## src/hw/rtl/heavy_hitter_decay_sketch_assert.svh

```systemverilog
// Assertion macros for the heavy-hitter decay sketch.
`ifndef HEAVY_HITTER_DECAY_SKETCH_ASSERT_SVH
`define HEAVY_HITTER_DECAY_SKETCH_ASSERT_SVH

// Generic clocked assertion with an explicit clock and active-low reset.
`define HHDS_ASSERT_CLK(lbl, clk, rstn, prop, msg) \
  lbl: assert property (@(posedge clk) disable iff (!(rstn)) (prop)) else $error(msg);

// Assertion on the block clock and reset.
`define HHDS_ASSERT(lbl, prop, msg) \
  `HHDS_ASSERT_CLK(lbl, clk_i, rst_ni, prop, msg)

`endif

```

## src/hw/rtl/hhds_pkg.sv

```systemverilog
// Types, constants and the decay table of the heavy-hitter decay sketch.
package hhds_pkg;

  localparam int unsigned BUCKETS     = 1024;
  localparam int unsigned HEAVY_CELLS = 8;
  localparam int unsigned LIGHT_CELLS = 64;

  localparam int unsigned BUCKET_W    = (BUCKETS > 1) ? $clog2(BUCKETS) : 1;
  localparam int unsigned CELL_IDX_W  = (HEAVY_CELLS > 1) ? $clog2(HEAVY_CELLS) : 1;
  localparam int unsigned LIGHT_IDX_W = (LIGHT_CELLS > 1) ? $clog2(LIGHT_CELLS) : 1;
  localparam int unsigned STEP_W      = (CELL_IDX_W > 2) ? CELL_IDX_W : 2;

  localparam int unsigned COUNT_W = 20;
  localparam int unsigned FP_W    = 16;
  localparam int unsigned LIGHT_W = 4;
  localparam int unsigned LIMIT_W = 13;
  localparam int unsigned KEY_W   = 32;
  localparam int unsigned RAND_W  = 16;
  localparam int unsigned THR_W   = 17;
  localparam int unsigned PADDR_W = 3;
  localparam int unsigned PDATA_W = 32;

  localparam logic [COUNT_W-1:0] COUNT_MAX = '1;
  localparam logic [LIGHT_W-1:0] LIGHT_MAX = '1;

  localparam logic [31:0] HASH_SEED = 32'd131;
  localparam logic [31:0] HASH_MASK = 32'h7FFF_FFFF;
  localparam logic [31:0] MIX_C1    = 32'h85eb_ca6b;
  localparam logic [31:0] MIX_C2    = 32'hc2b2_ae35;
  localparam logic [63:0] INV_RATE_Q32 = 64'd3976821570;

  localparam logic [COUNT_W-1:0] THRESHOLD_RST = 20'd750;
  localparam logic [LIMIT_W-1:0] LIMIT_RST     = 13'd6000;

  // Register indexes (byte address bit 2)
  localparam logic REG_THRESHOLD = 1'b0;
  localparam logic REG_LIMIT     = 1'b1;

  // Request function codes
  localparam logic FUNC_INSERT = 1'b0;
  localparam logic FUNC_QUERY  = 1'b1;

  localparam int unsigned THR_TAB_DEPTH = 256;
  localparam int unsigned THR_IDX_W     = 8;

  typedef struct packed {
    logic              func;
    logic [KEY_W-1:0]  key;
    logic [RAND_W-1:0] rand_value;
  } hhds_in_t;

  typedef struct packed {
    logic [COUNT_W-1:0] count;
    logic               reported;
    logic [KEY_W-1:0]   reported_key;
  } hhds_out_t;

  typedef struct packed {
    logic [FP_W-1:0]    fp;
    logic [COUNT_W-1:0] cnt;
  } cell_t;

  typedef cell_t [HEAVY_CELLS-1:0] heavy_row_t;
  typedef logic [LIGHT_CELLS-1:0][LIGHT_W-1:0] light_row_t;

  // Shared multiply unit operation: y = (a ^ (xsh ? a >> sh : 0)) * b + c
  typedef struct packed {
    logic        en;
    logic        xsh;
    logic [4:0]  sh;
    logic [31:0] a;
    logic [31:0] b;
    logic [31:0] c;
  } hhds_mul_op_t;

  typedef struct packed {
    logic                   rd_en;
    logic [BUCKET_W-1:0]    addr;
    logic                   heavy_we;
    logic [CELL_IDX_W-1:0]  cell_idx;
    cell_t                  wr_cell;
    logic                   light_we;
    logic [LIGHT_IDX_W-1:0] light_idx;
    logic [LIGHT_W-1:0]     light_val;
  } hhds_store_req_t;

  typedef struct packed {
    logic                  match_v;
    logic [CELL_IDX_W-1:0] match_idx;
    logic [COUNT_W-1:0]    match_cnt;
    logic                  empty_v;
    logic [CELL_IDX_W-1:0] empty_idx;
    logic [CELL_IDX_W-1:0] weak_idx;
    cell_t                 weak_cell;
  } hhds_scan_t;

  typedef logic [THR_W-1:0] thr_tab_t [THR_TAB_DEPTH];

  // Decay threshold per count: t starts at 2^32 and is scaled by 1/1.08 (Q0.32)
  function automatic thr_tab_t decay_tab_gen();
    thr_tab_t    tab;
    logic [63:0] t;
    t = 64'h1_0000_0000;
    for (int k = 0; k < THR_TAB_DEPTH; k++) begin
      tab[k] = t[32:16];
      t = (t * INV_RATE_Q32) >> 32;
    end
    return tab;
  endfunction

  localparam thr_tab_t DecayThr = decay_tab_gen();

endpackage

```

## src/hw/rtl/hhds_mul.sv

```systemverilog
// Shared xor-shift / multiply / add unit used for hashing and fingerprint mixing.
module hhds_mul import hhds_pkg::*; (
  input  logic         clk_i,
  input  logic         rst_ni,
  input  hhds_mul_op_t op_i,
  output logic [31:0]  y_o
);

  logic [31:0] a_x;
  logic [31:0] y_d, y_q;

  always_comb begin
    a_x = op_i.xsh ? (op_i.a ^ (op_i.a >> op_i.sh)) : op_i.a;
    y_d = 32'(a_x * op_i.b + op_i.c);
  end

  always_ff @(posedge clk_i or negedge rst_ni) begin
    if (!rst_ni) begin
      y_q <= '0;
    end else if (op_i.en) begin
      y_q <= y_d;
    end
  end

  assign y_o = y_q;

endmodule

```

## config.mk

```make
export PLATFORM = sky130hd
export DESIGN_NAME = hhds_mul
export DESIGN_NICKNAME = d
export VERILOG_FILES = /design/src/hw/rtl/heavy_hitter_decay_sketch_assert.svh /design/src/hw/rtl/hhds_pkg.sv /design/src/hw/rtl/hhds_mul.sv
export SDC_FILE = /design/constraint.sdc
export NUM_CORES = 1
export LEC_CHECK = 0
export BUFFER_PORTS_ARGS = -buffer_cell sky130_fd_sc_hd__buf_2
export CAP_MARGIN = 30
export CORE_MARGIN = 2
export CORE_UTILIZATION = 35
export DETAILED_ROUTE_END_ITERATION = 6
export SLEW_MARGIN = 20
export SYNTH_ARGS = -nofsm -noshare
export SYNTH_HDL_FRONTEND = slang
export SYNTH_SLANG_ARGS = --single-unit
```

## constraint.sdc

```tcl
create_clock -name clk_i -period 0.8 [get_ports clk_i]
set_input_delay 0.08 -clock clk_i [delete_from_list [all_inputs] [get_ports clk_i]]
set_output_delay 0.08 -clock clk_i [all_outputs]
set_load 0.005 [all_outputs]
```

; ---- Word level (Yosys, flattened, before mapping)
; Cells that the tools add are included.
; Widths: inputs -> output; s select.
[totals]
regBits = 32
inputBits = 105
output_inout_bits = 32
wordCells = 6
[op_classes]
n_addsub = 1
multipliers = 1
shift = 1
muxes = 1
bitwise_logic = 1
[op_table]
columns = operator, n
row1 = $add 32x32->32, 1
row2 = $mul 32x32->32, 1
row3 = $mux 32, 1
row4 = $shr 32x5->32, 1
row5 = $xor 32x32->32, 1

; ---- Logic depth before layout (Yosys ltp)
[depth]
word_depth = 5
mapped_depth = 38
mapped_depth_nobuf = 34

; ---- Worst setup path before layout
; Ideal clock, no wire load.
[synth_path]
path_type = input to register
start = input op_i[97] (netlist name)
end = register y_q[30], in the netlist y_o[30]
setup_ns = 0.082
arrival_time_ns = 8.300
t_required_ns = 0.718
slack_ns = -7.582
cell_stages = 34
n_path_buf = 3
path_cell_list = buf_6 buf_6 mux4_2 mux2_2 mux4_2 nand2_1 xnor2_1 clkbuf_1 nand2_1 fa_1 inv_1 fa_1 fa_1 inv_1 fa_1 inv_1 ha_1 ha_1 fa_1 inv_1 fa_1 inv_1 ha_1 a21o_1 a21o_1 a21o_1 a21o_1 a21o_1 a211o_1 a21oi_1 nor2_1 a2111oi_0 o21ai_0 a31oi_1
[synth_via]
elab_chain_cells = 5
[synth_lines]
columns = item, line_no
row1 = from (decl), hhds_mul.sv:5  ; input hhds_mul_op_t op_i,
row2 = $shr 32x5->32, hhds_mul.sv:13  ; a_x = op_i.xsh ? (op_i.a ^ (op_i.a >> op_i.sh)) : op_i.a;
row3 = $xor 32x32->32, hhds_mul.sv:13
row4 = $mux 32, hhds_mul.sv:13
row5 = $mul 32x32->32, hhds_mul.sv:14  ; y_d = 32'(a_x * op_i.b + op_i.c);
row6 = $add 32x32->32, hhds_mul.sv:14
row7 = to (signal assigned), hhds_mul.sv:21  ; y_q <= y_d;
row8 = to (decl), hhds_mul.sv:10  ; logic [31:0] y_d, y_q;
; No other way between the ends.
; A chain may end at the register's enable or synchronous reset.

; ---- Worst setup path in the final report
[layout_path]
start = input op_i[97] (netlist name)
end = register y_q[29], in the netlist y_o[29]
; The elaborated chain is that of the path after synthesis.

==> impl_metrics.yaml <==
min_path:
  hold_path_class: "in2reg"
outcome:
  result_of_the_run: "finished, violations left"
  violations_in_the_final_reports: "setup timing"
timing:
  timing.final.ws_setup_ns: -7.39
  period_minus_slack_ns: 8.19
  finalMaxSlewViolations: 0
  tightestPinTransition_ns: 0.648
  share_of_the_clock_period_used_by_the_worst_path_pct: 1020
  hold_slack_ns: 0.149
  fmax_mhz: 122
  unrepaired_setup_endpoints_after_global_routing: "true"
  clock_skew_ns: 0
  final_hold_viol_count: 0
  worst_slew_margin_rel_pct: 56.6
  timing.final.setup_violations: 64
layout:
  layout.nets: 3212
  max_reg_flops: 32
  layout-area-overhead-vs-synth_pct: 30.5
  design_area_um2: 26400
  multi_input_comb_area_um2: 18400
  ff_latch_area_um2: 801
  drive_gt1_share_pct: 31.6
  filler_cell_count: 5394
synthesis:
  proportion_of_synthesized_chip_area_in_sequential_cells_pct: 3.96
  yosysWarningCount: 0
  async_flop_share_pct: 100
  syn_area_um2: 20200
  syn_nets: 2805
  yosysUniqueCellTypes: 65
  cells_after_synth: 2138
  postSynthAreaPerCell_um2: 9.46
  yosys_register_bits: 32
  postSynth.topFlopCell: "sky130_fd_sc_hd__dfrtp_1"
  edff_count_synth: 0
place:
  place.gp.congestion: 0.883
  placement.setup.worst_slack_ns: -8.06
  dp.final_hpwl_mm: 54.3
  port_buffers: 136
  post_dp_cell_area_um2: 24800
drt:
  drc_errors: 0
  routed_wire_length_per_instance_um: 19.4
  wirelength_mm: 64.1
  drtPass1Iterations: 5
  post_drt_via_cell_ratio: 4.81
  vias: 15925
  final_antenna_net_count: 0
  drtIter0Drc: 760
clock_tree:
  max-clock-path-buffers: 2
  cts_made_buffers: 5
  clk_pin_slew_worst_paths_ns: 0.06
  insertion_delay_ns: 0.30
  htreeDepth: 2
  cts_tree: "yes"
  clock_sink_count: 32
  root_buffer: "sky130_fd_sc_hd__clkbuf_16"
setup_path:
  crit_path_end_kind: "flip-flop"
  critical_path_start_end_classification: "in2reg"
  crit_required_ns: 0.97
  critical_path.startpoint_type: "primary input"
  timing.critical_path.fanout_max: 7
  max_stage_delay_ns: 0.54
  timing.critical_path.arrival_ns: 8.36
  cell_type_of_the_slowest_stage_on_the_worst_timing_path: "sky130_fd_sc_hd__fa_2"
floorplan:
  placement_rows: 88
  initial_core_util_pct: 35.2
  die_height_um: 244
  dieWidth_um: 244
  num_io_pins: 137
  design.die.area_um2: 59700
  core_um2: 57400
grt:
  via_count_of_the_first_global_routing_pass: 18211
  grt_use_total_pct: 22.2
  grt-ovfl-total: 0
  grt_start_max_net_pins: 33
  wire_length_of_the_first_global_routing_pass_mm: 102
  antenna_found_initial: 5
run:
  maxCapViolCount: 0
[cells by family after synthesis]
family	Yosys count	synth area share [%]
AOI/OAI and AO/OA	119	3.90
DFF	32	3.96
muxes	86	6.76
xor gates and xnor gates	111	5.37
and+or+nand+nor	631	17.4
adders and majority gates	562	51.0
buffers and inverters	597	11.5
[cells in the final DEF, fill, tap and decap left out, drive strengths merged, types with 3 or more instances in the layout]
cell    Yosys  final
buf        17    503
inv       490    490
fa        438    438
nor2b     199    199
and2      174    174
nand2     149    149
ha        124    124
xnor2      73     74
nand2b     58     58
mux4       36     36
mux2       35     35
a21oi      33     33
dfrtp      32     32
xor2       31     31
nor2       23     23
o21ai      22     22
mux2i      15     15
a21o       14     14
o211ai     10     10
nand3       9      9
clkbuf     89      8
o21bai      7      7
xnor3       7      7
nor3        6      6
a211oi      6      6
o22ai       5      5
a211o       3      3
and2b       3      3
or2         3      3
o21a        3      3
[routing by layer]
metal,GRT usage [%],vias to the layer above,wire length [um]
li1,-,7146,-
met1,28.8,8227,27100
met2,38.4,426,31500
met3,2.88,116,3260
met4,6.89,10,2290
met5,0,-,64
[synth_stat cells, types with 16 or more instances]
cell / number / share of area [%]
sky130_fd_sc_hd__nor2b_1: 198 / 6.1
sky130_fd_sc_hd__nand2b_1: 57 / 1.8
sky130_fd_sc_hd__nor2_1: 22 / 0.41
sky130_fd_sc_hd__a21oi_1: 33 / 0.82
sky130_fd_sc_hd__nand2_1: 148 / 2.7
sky130_fd_sc_hd__clkbuf_1: 89 / 1.7
sky130_fd_sc_hd__xnor2_1: 71 / 3.1
sky130_fd_sc_hd__and2_1: 174 / 5.4
sky130_fd_sc_hd__ha_1: 124 / 7.7
sky130_fd_sc_hd__dfrtp_1: 32 / 4.0
sky130_fd_sc_hd__mux4_2: 34 / 3.8
sky130_fd_sc_hd__fa_1: 438 / 43
sky130_fd_sc_hd__inv_1: 488 / 9.1
sky130_fd_sc_hd__xor2_1: 31 / 1.3
sky130_fd_sc_hd__o21ai_0: 16 / 0.40
sky130_fd_sc_hd__mux2_2: 35 / 1.9
[area by class of cell]
| class | instances | area share [%] |
|---|---|---|
| repair buffers | 505 | 15.9 |
| multi-input cells | 1510 | 69.7 |
| flip-flops and latches | 32 | 3.04 |
| well taps | 765 | 3.63 |
| clock inverters | 1 | 0.114 |
| clock buffers | 7 | 0.579 |
| diodes | 1 | 0.00948 |
| inverters | 491 | 7.00 |
[critical path: cells and delay by family]
kind	cells	cell delay (ns)
AOI/OAI and AO/OA	8	1.58
adders and majority gates	9	3.56
buffers and inverters	9	0.82
and+or+nand+nor	3	0.36
xor gates and xnor gates	2	0.35
muxes	4	1.58
[metrics by stage]
step,std cells,setup TNS (ns),util (%)
floorplan,2138,-179.71,-
global placement,3264,-203.35,43.3
detailed placement,3264,-206.98,43.3
CTS,3299,-191.64,45.4
global route,3311,-201.00,46.0
finish,3312,-194.38,46.0
[worst paths after layout]
check	from	end	slack [ns]	cells after the start
setup / recovery	op_i[97]	y_o[29]	-7.39	35
hold / removal	op_i[0]	y_o[0]	0.15	3
setup reg to reg	y_o[18]	y_o[18]	-0.09	2
hold reg to reg	y_o[12]	y_o[12]	0.50	1
max in group asynchronous	rst_ni	y_o[7]	0.31	3
min in group asynchronous	rst_ni	y_o[19]	0.27	3
[repair_timing]
action,CTS,global route
gates resized for setup,169,72
buffers inserted,29,13
gates cloned,2,1
hold buffers,1,0
pin swaps,95,25
setup endpoints to repair,64,64
hold endpoints to repair,32,0
Power is left out: the tool's default activity adds up to more than one toggle a clock period on the data nets, which glitch-free logic cannot reach.
