$ cat config.mk
export PLATFORM = sky130hd
export DESIGN_NAME = hhds_scan
export DESIGN_NICKNAME = d
export VERILOG_FILES = /design/src/hw/rtl/heavy_hitter_decay_sketch_assert.svh /design/src/hw/rtl/hhds_pkg.sv /design/src/hw/rtl/hhds_scan.sv
export SDC_FILE = /design/constraint.sdc
export NUM_CORES = 1
export LEC_CHECK = 0
export BUFFER_PORTS_ARGS = -buffer_cell sky130_fd_sc_hd__buf_2
export CORE_ASPECT_RATIO = 2
export CORE_MARGIN = 1
export CORE_UTILIZATION = 25
export CTS_CLUSTER_DIAMETER = 100
export DETAILED_ROUTE_END_ITERATION = 10
export SYNTH_ARGS = -nofsm -noshare
export SYNTH_HDL_FRONTEND = slang
export SYNTH_SLANG_ARGS = --single-unit
$ cat constraint.sdc
create_clock -name clk_i -period 2.36 [get_ports clk_i]
set_clock_uncertainty 0.2 [all_clocks]
set_input_delay 0.236 -clock clk_i [delete_from_list [all_inputs] [get_ports clk_i]]
set_output_delay 0.236 -clock clk_i [all_outputs]
set_load 0.01 [all_outputs]
$ cat src/hw/rtl/heavy_hitter_decay_sketch_assert.svh
// Assertion macros for the heavy-hitter decay sketch.
`ifndef HEAVY_HITTER_DECAY_SKETCH_ASSERT_SVH
`define HEAVY_HITTER_DECAY_SKETCH_ASSERT_SVH

// Generic clocked assertion with an explicit clock and active-low reset.
`define HHDS_ASSERT_CLK(lbl, clk, rstn, prop, msg) \
  lbl: assert property (@(posedge clk) disable iff (!(rstn)) (prop)) else $error(msg);

// Assertion on the block clock and reset.
`define HHDS_ASSERT(lbl, prop, msg) \
  `HHDS_ASSERT_CLK(lbl, clk_i, rst_ni, prop, msg)

`endif

$ cat src/hw/rtl/hhds_pkg.sv
// Types, constants and the decay table of the heavy-hitter decay sketch.
package hhds_pkg;

  localparam int unsigned BUCKETS     = 1024;
  localparam int unsigned HEAVY_CELLS = 8;
  localparam int unsigned LIGHT_CELLS = 64;

  localparam int unsigned BUCKET_W    = (BUCKETS > 1) ? $clog2(BUCKETS) : 1;
  localparam int unsigned CELL_IDX_W  = (HEAVY_CELLS > 1) ? $clog2(HEAVY_CELLS) : 1;
  localparam int unsigned LIGHT_IDX_W = (LIGHT_CELLS > 1) ? $clog2(LIGHT_CELLS) : 1;
  localparam int unsigned STEP_W      = (CELL_IDX_W > 2) ? CELL_IDX_W : 2;

  localparam int unsigned COUNT_W = 20;
  localparam int unsigned FP_W    = 16;
  localparam int unsigned LIGHT_W = 4;
  localparam int unsigned LIMIT_W = 13;
  localparam int unsigned KEY_W   = 32;
  localparam int unsigned RAND_W  = 16;
  localparam int unsigned THR_W   = 17;
  localparam int unsigned PADDR_W = 3;
  localparam int unsigned PDATA_W = 32;

  localparam logic [COUNT_W-1:0] COUNT_MAX = '1;
  localparam logic [LIGHT_W-1:0] LIGHT_MAX = '1;

  localparam logic [31:0] HASH_SEED = 32'd131;
  localparam logic [31:0] HASH_MASK = 32'h7FFF_FFFF;
  localparam logic [31:0] MIX_C1    = 32'h85eb_ca6b;
  localparam logic [31:0] MIX_C2    = 32'hc2b2_ae35;
  localparam logic [63:0] INV_RATE_Q32 = 64'd3976821570;

  localparam logic [COUNT_W-1:0] THRESHOLD_RST = 20'd750;
  localparam logic [LIMIT_W-1:0] LIMIT_RST     = 13'd6000;

  // Register indexes (byte address bit 2)
  localparam logic REG_THRESHOLD = 1'b0;
  localparam logic REG_LIMIT     = 1'b1;

  // Request function codes
  localparam logic FUNC_INSERT = 1'b0;
  localparam logic FUNC_QUERY  = 1'b1;

  localparam int unsigned THR_TAB_DEPTH = 256;
  localparam int unsigned THR_IDX_W     = 8;

  typedef struct packed {
    logic              func;
    logic [KEY_W-1:0]  key;
    logic [RAND_W-1:0] rand_value;
  } hhds_in_t;

  typedef struct packed {
    logic [COUNT_W-1:0] count;
    logic               reported;
    logic [KEY_W-1:0]   reported_key;
  } hhds_out_t;

  typedef struct packed {
    logic [FP_W-1:0]    fp;
    logic [COUNT_W-1:0] cnt;
  } cell_t;

  typedef cell_t [HEAVY_CELLS-1:0] heavy_row_t;
  typedef logic [LIGHT_CELLS-1:0][LIGHT_W-1:0] light_row_t;

  // Shared multiply unit operation: y = (a ^ (xsh ? a >> sh : 0)) * b + c
  typedef struct packed {
    logic        en;
    logic        xsh;
    logic [4:0]  sh;
    logic [31:0] a;
    logic [31:0] b;
    logic [31:0] c;
  } hhds_mul_op_t;

  typedef struct packed {
    logic                   rd_en;
    logic [BUCKET_W-1:0]    addr;
    logic                   heavy_we;
    logic [CELL_IDX_W-1:0]  cell_idx;
    cell_t                  wr_cell;
    logic                   light_we;
    logic [LIGHT_IDX_W-1:0] light_idx;
    logic [LIGHT_W-1:0]     light_val;
  } hhds_store_req_t;

  typedef struct packed {
    logic                  match_v;
    logic [CELL_IDX_W-1:0] match_idx;
    logic [COUNT_W-1:0]    match_cnt;
    logic                  empty_v;
    logic [CELL_IDX_W-1:0] empty_idx;
    logic [CELL_IDX_W-1:0] weak_idx;
    cell_t                 weak_cell;
  } hhds_scan_t;

  typedef logic [THR_W-1:0] thr_tab_t [THR_TAB_DEPTH];

  // Decay threshold per count: t starts at 2^32 and is scaled by 1/1.08 (Q0.32)
  function automatic thr_tab_t decay_tab_gen();
    thr_tab_t    tab;
    logic [63:0] t;
    t = 64'h1_0000_0000;
    for (int k = 0; k < THR_TAB_DEPTH; k++) begin
      tab[k] = t[32:16];
      t = (t * INV_RATE_Q32) >> 32;
    end
    return tab;
  endfunction

  localparam thr_tab_t DecayThr = decay_tab_gen();

endpackage

$ cat src/hw/rtl/hhds_scan.sv
// Cell scanner: rotates a bucket row one cell per cycle while stepped and tracks match, empty and weakest.
module hhds_scan import hhds_pkg::*; (
  input  logic            clk_i,
  input  logic            rst_ni,
  input  logic            load_i,
  input  heavy_row_t      row_i,
  input  logic            step_i,
  input  logic [FP_W-1:0] fp_i,
  output hhds_scan_t      st_o
);

  heavy_row_t            row_d, row_q;
  hhds_scan_t            st_d, st_q;
  logic                  weak_v_d, weak_v_q;
  logic [CELL_IDX_W-1:0] idx_d, idx_q;
  cell_t                 head;

  always_comb begin
    row_d    = row_q;
    st_d     = st_q;
    weak_v_d = weak_v_q;
    idx_d    = idx_q;
    head     = row_q[0];
    if (load_i) begin
      row_d    = row_i;
      st_d     = '0;
      weak_v_d = 1'b0;
      idx_d    = '0;
    end else if (step_i) begin
      for (int j = 0; j < HEAVY_CELLS; j++) begin
        row_d[j] = row_q[(j + 1) % HEAVY_CELLS];
      end
      idx_d = idx_q + 1'b1;
      if (head.cnt != '0) begin
        if (!st_q.match_v && head.fp == fp_i) begin
          st_d.match_v   = 1'b1;
          st_d.match_idx = idx_q;
          st_d.match_cnt = head.cnt;
        end
        // strict less-than keeps the lowest index on a tie
        if (!weak_v_q || head.cnt < st_q.weak_cell.cnt) begin
          weak_v_d       = 1'b1;
          st_d.weak_idx  = idx_q;
          st_d.weak_cell = head;
        end
      end else if (!st_q.empty_v) begin
        st_d.empty_v   = 1'b1;
        st_d.empty_idx = idx_q;
      end
    end
  end

  always_ff @(posedge clk_i or negedge rst_ni) begin
    if (!rst_ni) begin
      st_q     <= '0;
      weak_v_q <= 1'b0;
      idx_q    <= '0;
    end else begin
      st_q     <= st_d;
      weak_v_q <= weak_v_d;
      idx_q    <= idx_d;
    end
  end

  always_ff @(posedge clk_i) begin
    row_q <= row_d;
  end

  assign st_o = st_q;

endmodule

### Word-level counts from Yosys, hierarchy flattened

Index checks and enable logic that the tools add are counted.

* add/subtract/negate cells: 1
* multipliers: 0
* divide/modulo/power cells: 0
* $lt $le $gt $ge: 1
* eq/ne operators: 3
* shifts and indexed selects: 0
* muxes and demuxes: 16
* bitwise logic cells: 0
* reductions and logical operators: 13

Operators by type and width (number)
* $mux 288: 2
* $mux 67: 2
* $mux 39: 2
* $mux 24: 2
* $lt 20x20->1: 1
* $reduce_bool 20->1: 1
* $eq 16x16->1: 1
* $mux 3: 3
* $reduce_and 3->1: 3
* $reduce_bool 2->1: 4
* $mux 1: 4
* $mux 4: 1
* $ne 2x2->1 const B: 2
* $add 3x1->3 const B: 1
* $logic_not 1->1: 2
* $reduce_and 2->1: 1
* $logic_and 1x1->1: 1
* $logic_or 1x1->1: 1

* flip-flop bits (word level): 359
* latch bits: 0
* memory bits (writable): 0
* memory bits (read-only): 0
* input bits: 308
* output and inout bits: 67
* logic and storage cells: 60
* memories: 0

### Depth between registers and ports, before layout

* word-level depth: 6
* gate-level depth with buffers: 10
* depth with buffers taken out: 8

### Worst setup path before layout

No wires, ideal clock.

* path kind: in2reg
* start point: input port load_i
* end point: register row_q, in the netlist head[0], enable pin
* setup time: 0.672 ns
* arrival: 7.017 ns
* required time: 1.488 ns
* setup slack: -5.529 ns
* cell stages on the path: 3
* buffers on the path: 2
* path through: clkbuf_1 -> clkbuf_1 -> or2_1

* word-level cells in the longest chain between the ends: 1

RTL lines
* start, declared: line hhds_scan.sv:5 `input logic load_i,`
* $reduce_bool 2->1 (no source line)
* end signal, assigned: line hhds_scan.sv:66 `row_q <= row_d;`
* end, declared: line hhds_scan.sv:12 `heavy_row_t row_d, row_q;`

No other way between the ends.
A chain may end at the register's enable or synchronous reset.

### Final worst setup path

* start point: register row_q, in the netlist head[15]
* end point: register st_q, in the netlist st_o[32]

* word-level cells in the longest chain between the ends: 4
* elaborated cells on any way between the ends: 6
* those cells by class: order compare (1); reduce/logical (5)

RTL lines
* $lt 20x20->1: line hhds_scan.sv:41 `if (!weak_v_q || head.cnt < st_q.weak_cell.cnt) begin`
* $logic_or 1x1->1: line hhds_scan.sv:41
* $reduce_bool 2->1 (no source line)
* $reduce_and 3->1 (no source line) (*)
* end signal, assigned: line hhds_scan.sv:59 `st_q <= st_d;`
* end, declared: line hhds_scan.sv:13 `hhds_scan_t st_d, st_q;`

Mark *: on every way between the ends. The rest lies on a longest branch, timed or not.

==> run summary <==
Final Hold Viols: 0
Pleak: 10.1 nW
Violated checks: negative setup slack
Mean Syn Cell Area: 15.6 um^2
IO Pins: 375
DRC errors left: 0
Pre-CTS setup slack: -0.354 ns
Fill count: 5840
Chip Width: 180 um
Critical path type: register to register
Worst Path Required: 2.62 ns
Max Cap Viol: 0
Register area share after synthesis: 65.5%
Worst IR Drop VDD: 607 uV
Placed Area: 19400 um^2
Global-route wire length before repair: 73500 um
Pwr dens: 675 nW/um^2
Multi-input gate area: 5340 um^2
Die Area: 64700 um^2
Post-DP HPWL: 33400 um
Tcrit/Tclk final: 106%
Total core area: 62900 um^2
Gate Count Post-Synth: 1020
Vias: 11313
EDFF count, synth: 288
Final setup margin: -0.133 ns
DRT iter0 DRCs: 580
Slew HR: 61.0%
Netlist Area Pre-Place: 15900 um^2
DRT Wirelength: 49300 um
TritonCTS buffer count: 36
Area Overhead vs Synth: 50.9%
Async SR Flop Fraction: 19.8%
Slew Viols, Final: 0
Largest net degree at the start of global routing: 89
Initial Util: 25.3%
FF+latch count, synth: 359
Pre-Repair DR Iteration Count: 4
Final setup vio count: 44
Clk sink count: 359
Unrepaired setup endpoints after global routing: true
Post-synth top flop: edfxtp_1
Die span in y: 359 um
Post-route antenna net violation count: 0
Avg WL per Cell: 18.9 um
Mapped Nets: 1348
CTS Buffer Depth: 3
CTS tree: done
Clock-pin slew on the worst setup and hold paths: 0.07 ns
Initial antenna violation count: 11
Worst-path fanout max: 5
H-tree Lvls: 2
All-Layer GR Usage: 15.1%
CP Launch Point: head[15]
Slew of the pin with the lowest slew margin: 0.585 ns
Row cnt: 130
# nets final: 2110
# port buffers: 374
Outcome: finished with violations
Synth cell types: 40
Grt total ovfl: 0
Placer congestion estimate: 0.780
Latest clock arrival within the worst-skew pair: 0.55 ns
Tightest Hold Check Type: input port to asynchronous set/reset pin
Layout cells sized above 1: 42.0%
CP Capture Type: register
Storage cell area: 10400 um^2
Top achievable clock speed: 401 MHz
Fin area: 24000 um^2
Crit path DAT: 2.76 ns
Tmin final: 2.49 ns
Startpoint Class: register
Root Buffer: clkbuf_16
Vias/cell: 4.34
Ys Warns: 0
Vias in the first global route: 12678
Crit Reg-Reg Startpoint: head[15]
-- power breakdown --
group          total, mW  internal (mW)  leakage (nW)  switching (mW)
clock               5.94           3.37         0.585            2.58
sequential          7.82           7.58          3.92           0.238
combinational       2.45           1.38          5.55            1.08
-- placed cells by master (no fill, tap or decap), drive strengths merged --
cell type,netlist,routed
a211oi,1,1
a21oi,10,10
a311o,1,1
a311oi,2,2
a31oi,1,1
buf,17,479
bufinv,0,3
clkbuf,33,51
clkinv,0,9
clkinvlp,0,1
dfrtp,71,71
diode,0,3
dlygate4sd3,0,294
edfxtp,288,288
ha,20,20
inv,22,25
mux2,252,252
mux2i,66,66
nand2,77,77
nand2b,78,78
nand3,4,4
nand4,6,6
nor2,33,33
nor3,3,3
nor4,7,7
o21ai,4,4
o21bai,1,1
or2,1,1
or2b,2,2
or3,2,2
xnor2,5,5
xor2,13,13
-- final timing paths --
check	endpoint	slack (ns)	cells after the start
max	st_o[32]	-0.13	9
min	st_o[63]	0.05	2
max reg2reg	st_o[32]	-0.13	9
min reg2reg	st_o[59]	0.32	2
max in group asynchronous	st_o[34]	1.30	3
min in group clk_i	row_q[271]	0.29	4
-- flip-flops by register name, indices dropped and copies added (netlist names) --
| register | count |
|---|---|
| idx_q | 3 |
| st_o | 67 |
| weak_v_q | 1 |
| head | 36 |
| row_q | 252 |
-- cell usage after synthesis (6+ instances only) --
cell type | instances | area [um^2]
xor2_1 | 13 | 114
nand2_1 | 77 | 289
nor2_1 | 32 | 120
edfxtp_1 | 288 | 8650
clkbuf_1 | 33 | 124
dfrtp_1 | 71 | 1780
ha_1 | 20 | 250
nand2b_1 | 78 | 488
a21oi_1 | 9 | 45.0
nand4_1 | 6 | 37.5
mux2i_1 | 66 | 661
mux2_2 | 190 | 2140
buf_2 | 10 | 50.1
mux2_1 | 62 | 698
inv_1 | 21 | 78.8
-- through the flow --
step	setup TNS [ns]	cells	power (mW)	util (%)	hold slack [ns]
floorplan	-254.40	1020	8.86	-	-0.260
global placement	-8.07	2226	9.81	30.8	0.0621
detailed placement	-12.65	2226	9.87	30.8	0.0608
CTS	-4.01	2601	16.5	38.1	0.0458
global route	-10.21	2604	16.9	38.2	0.0792
finish	-3.60	2605	16.2	38.2	0.0472
-- critical path: stages, from the launching register on --
cell      delay, ns
edfxtp_1       0.44
ha_4           0.30
nand4_1        0.19
a311oi_2       0.36
a21oi_2        0.06
a31oi_2        0.15
a311o_2        0.18
buf_12         0.16
buf_16         0.15
mux2i_1        0.19
-- final cells by class --
cell class                 instances  share of cell area (%)
multi-input combinational        589                    22.2
timing repair buffer             774                    24.9
inverter                          22                   0.344
tap                              792                    4.13
antenna                            3                  0.0313
clock buffer                      50                    4.22
clock inverter                    16                   0.714
sequential                       359                    43.4
-- per-layer routing --
layer  vias up  GRT usage [%]  routed length (um)
met5         -              0                  52
met4         8           8.73                2760
met3       113           3.51                2870
met2       385           26.4               24400
met1      5531           16.6               19300
li1       5276              -                   -
-- what timing repair did --
action,CTS,global route
setup buffers,12,3
setup endpoints to repair,65,66
hold buffers,294,0
pin swaps,11,10
cloned,5,1
resized for setup,43,11
hold endpoints to repair,364,0
-- kinds of logic (layout without fill, tap and decap cells) --
logic type	count (synthesis)	count (layout)	share of synthesized area, %
AOI/OAI and AO/OA	20	20	0.888
xor gates and xnor gates	18	18	0.990
adders and majority gates	20	20	1.57
buffers and inverters	72	862	2.27
DFF	359	359	65.5
muxes	318	318	22.0
other	0	3	0
and+or+nand+nor	213	213	6.80
Note: power is estimated with default switching activity, not from simulation.
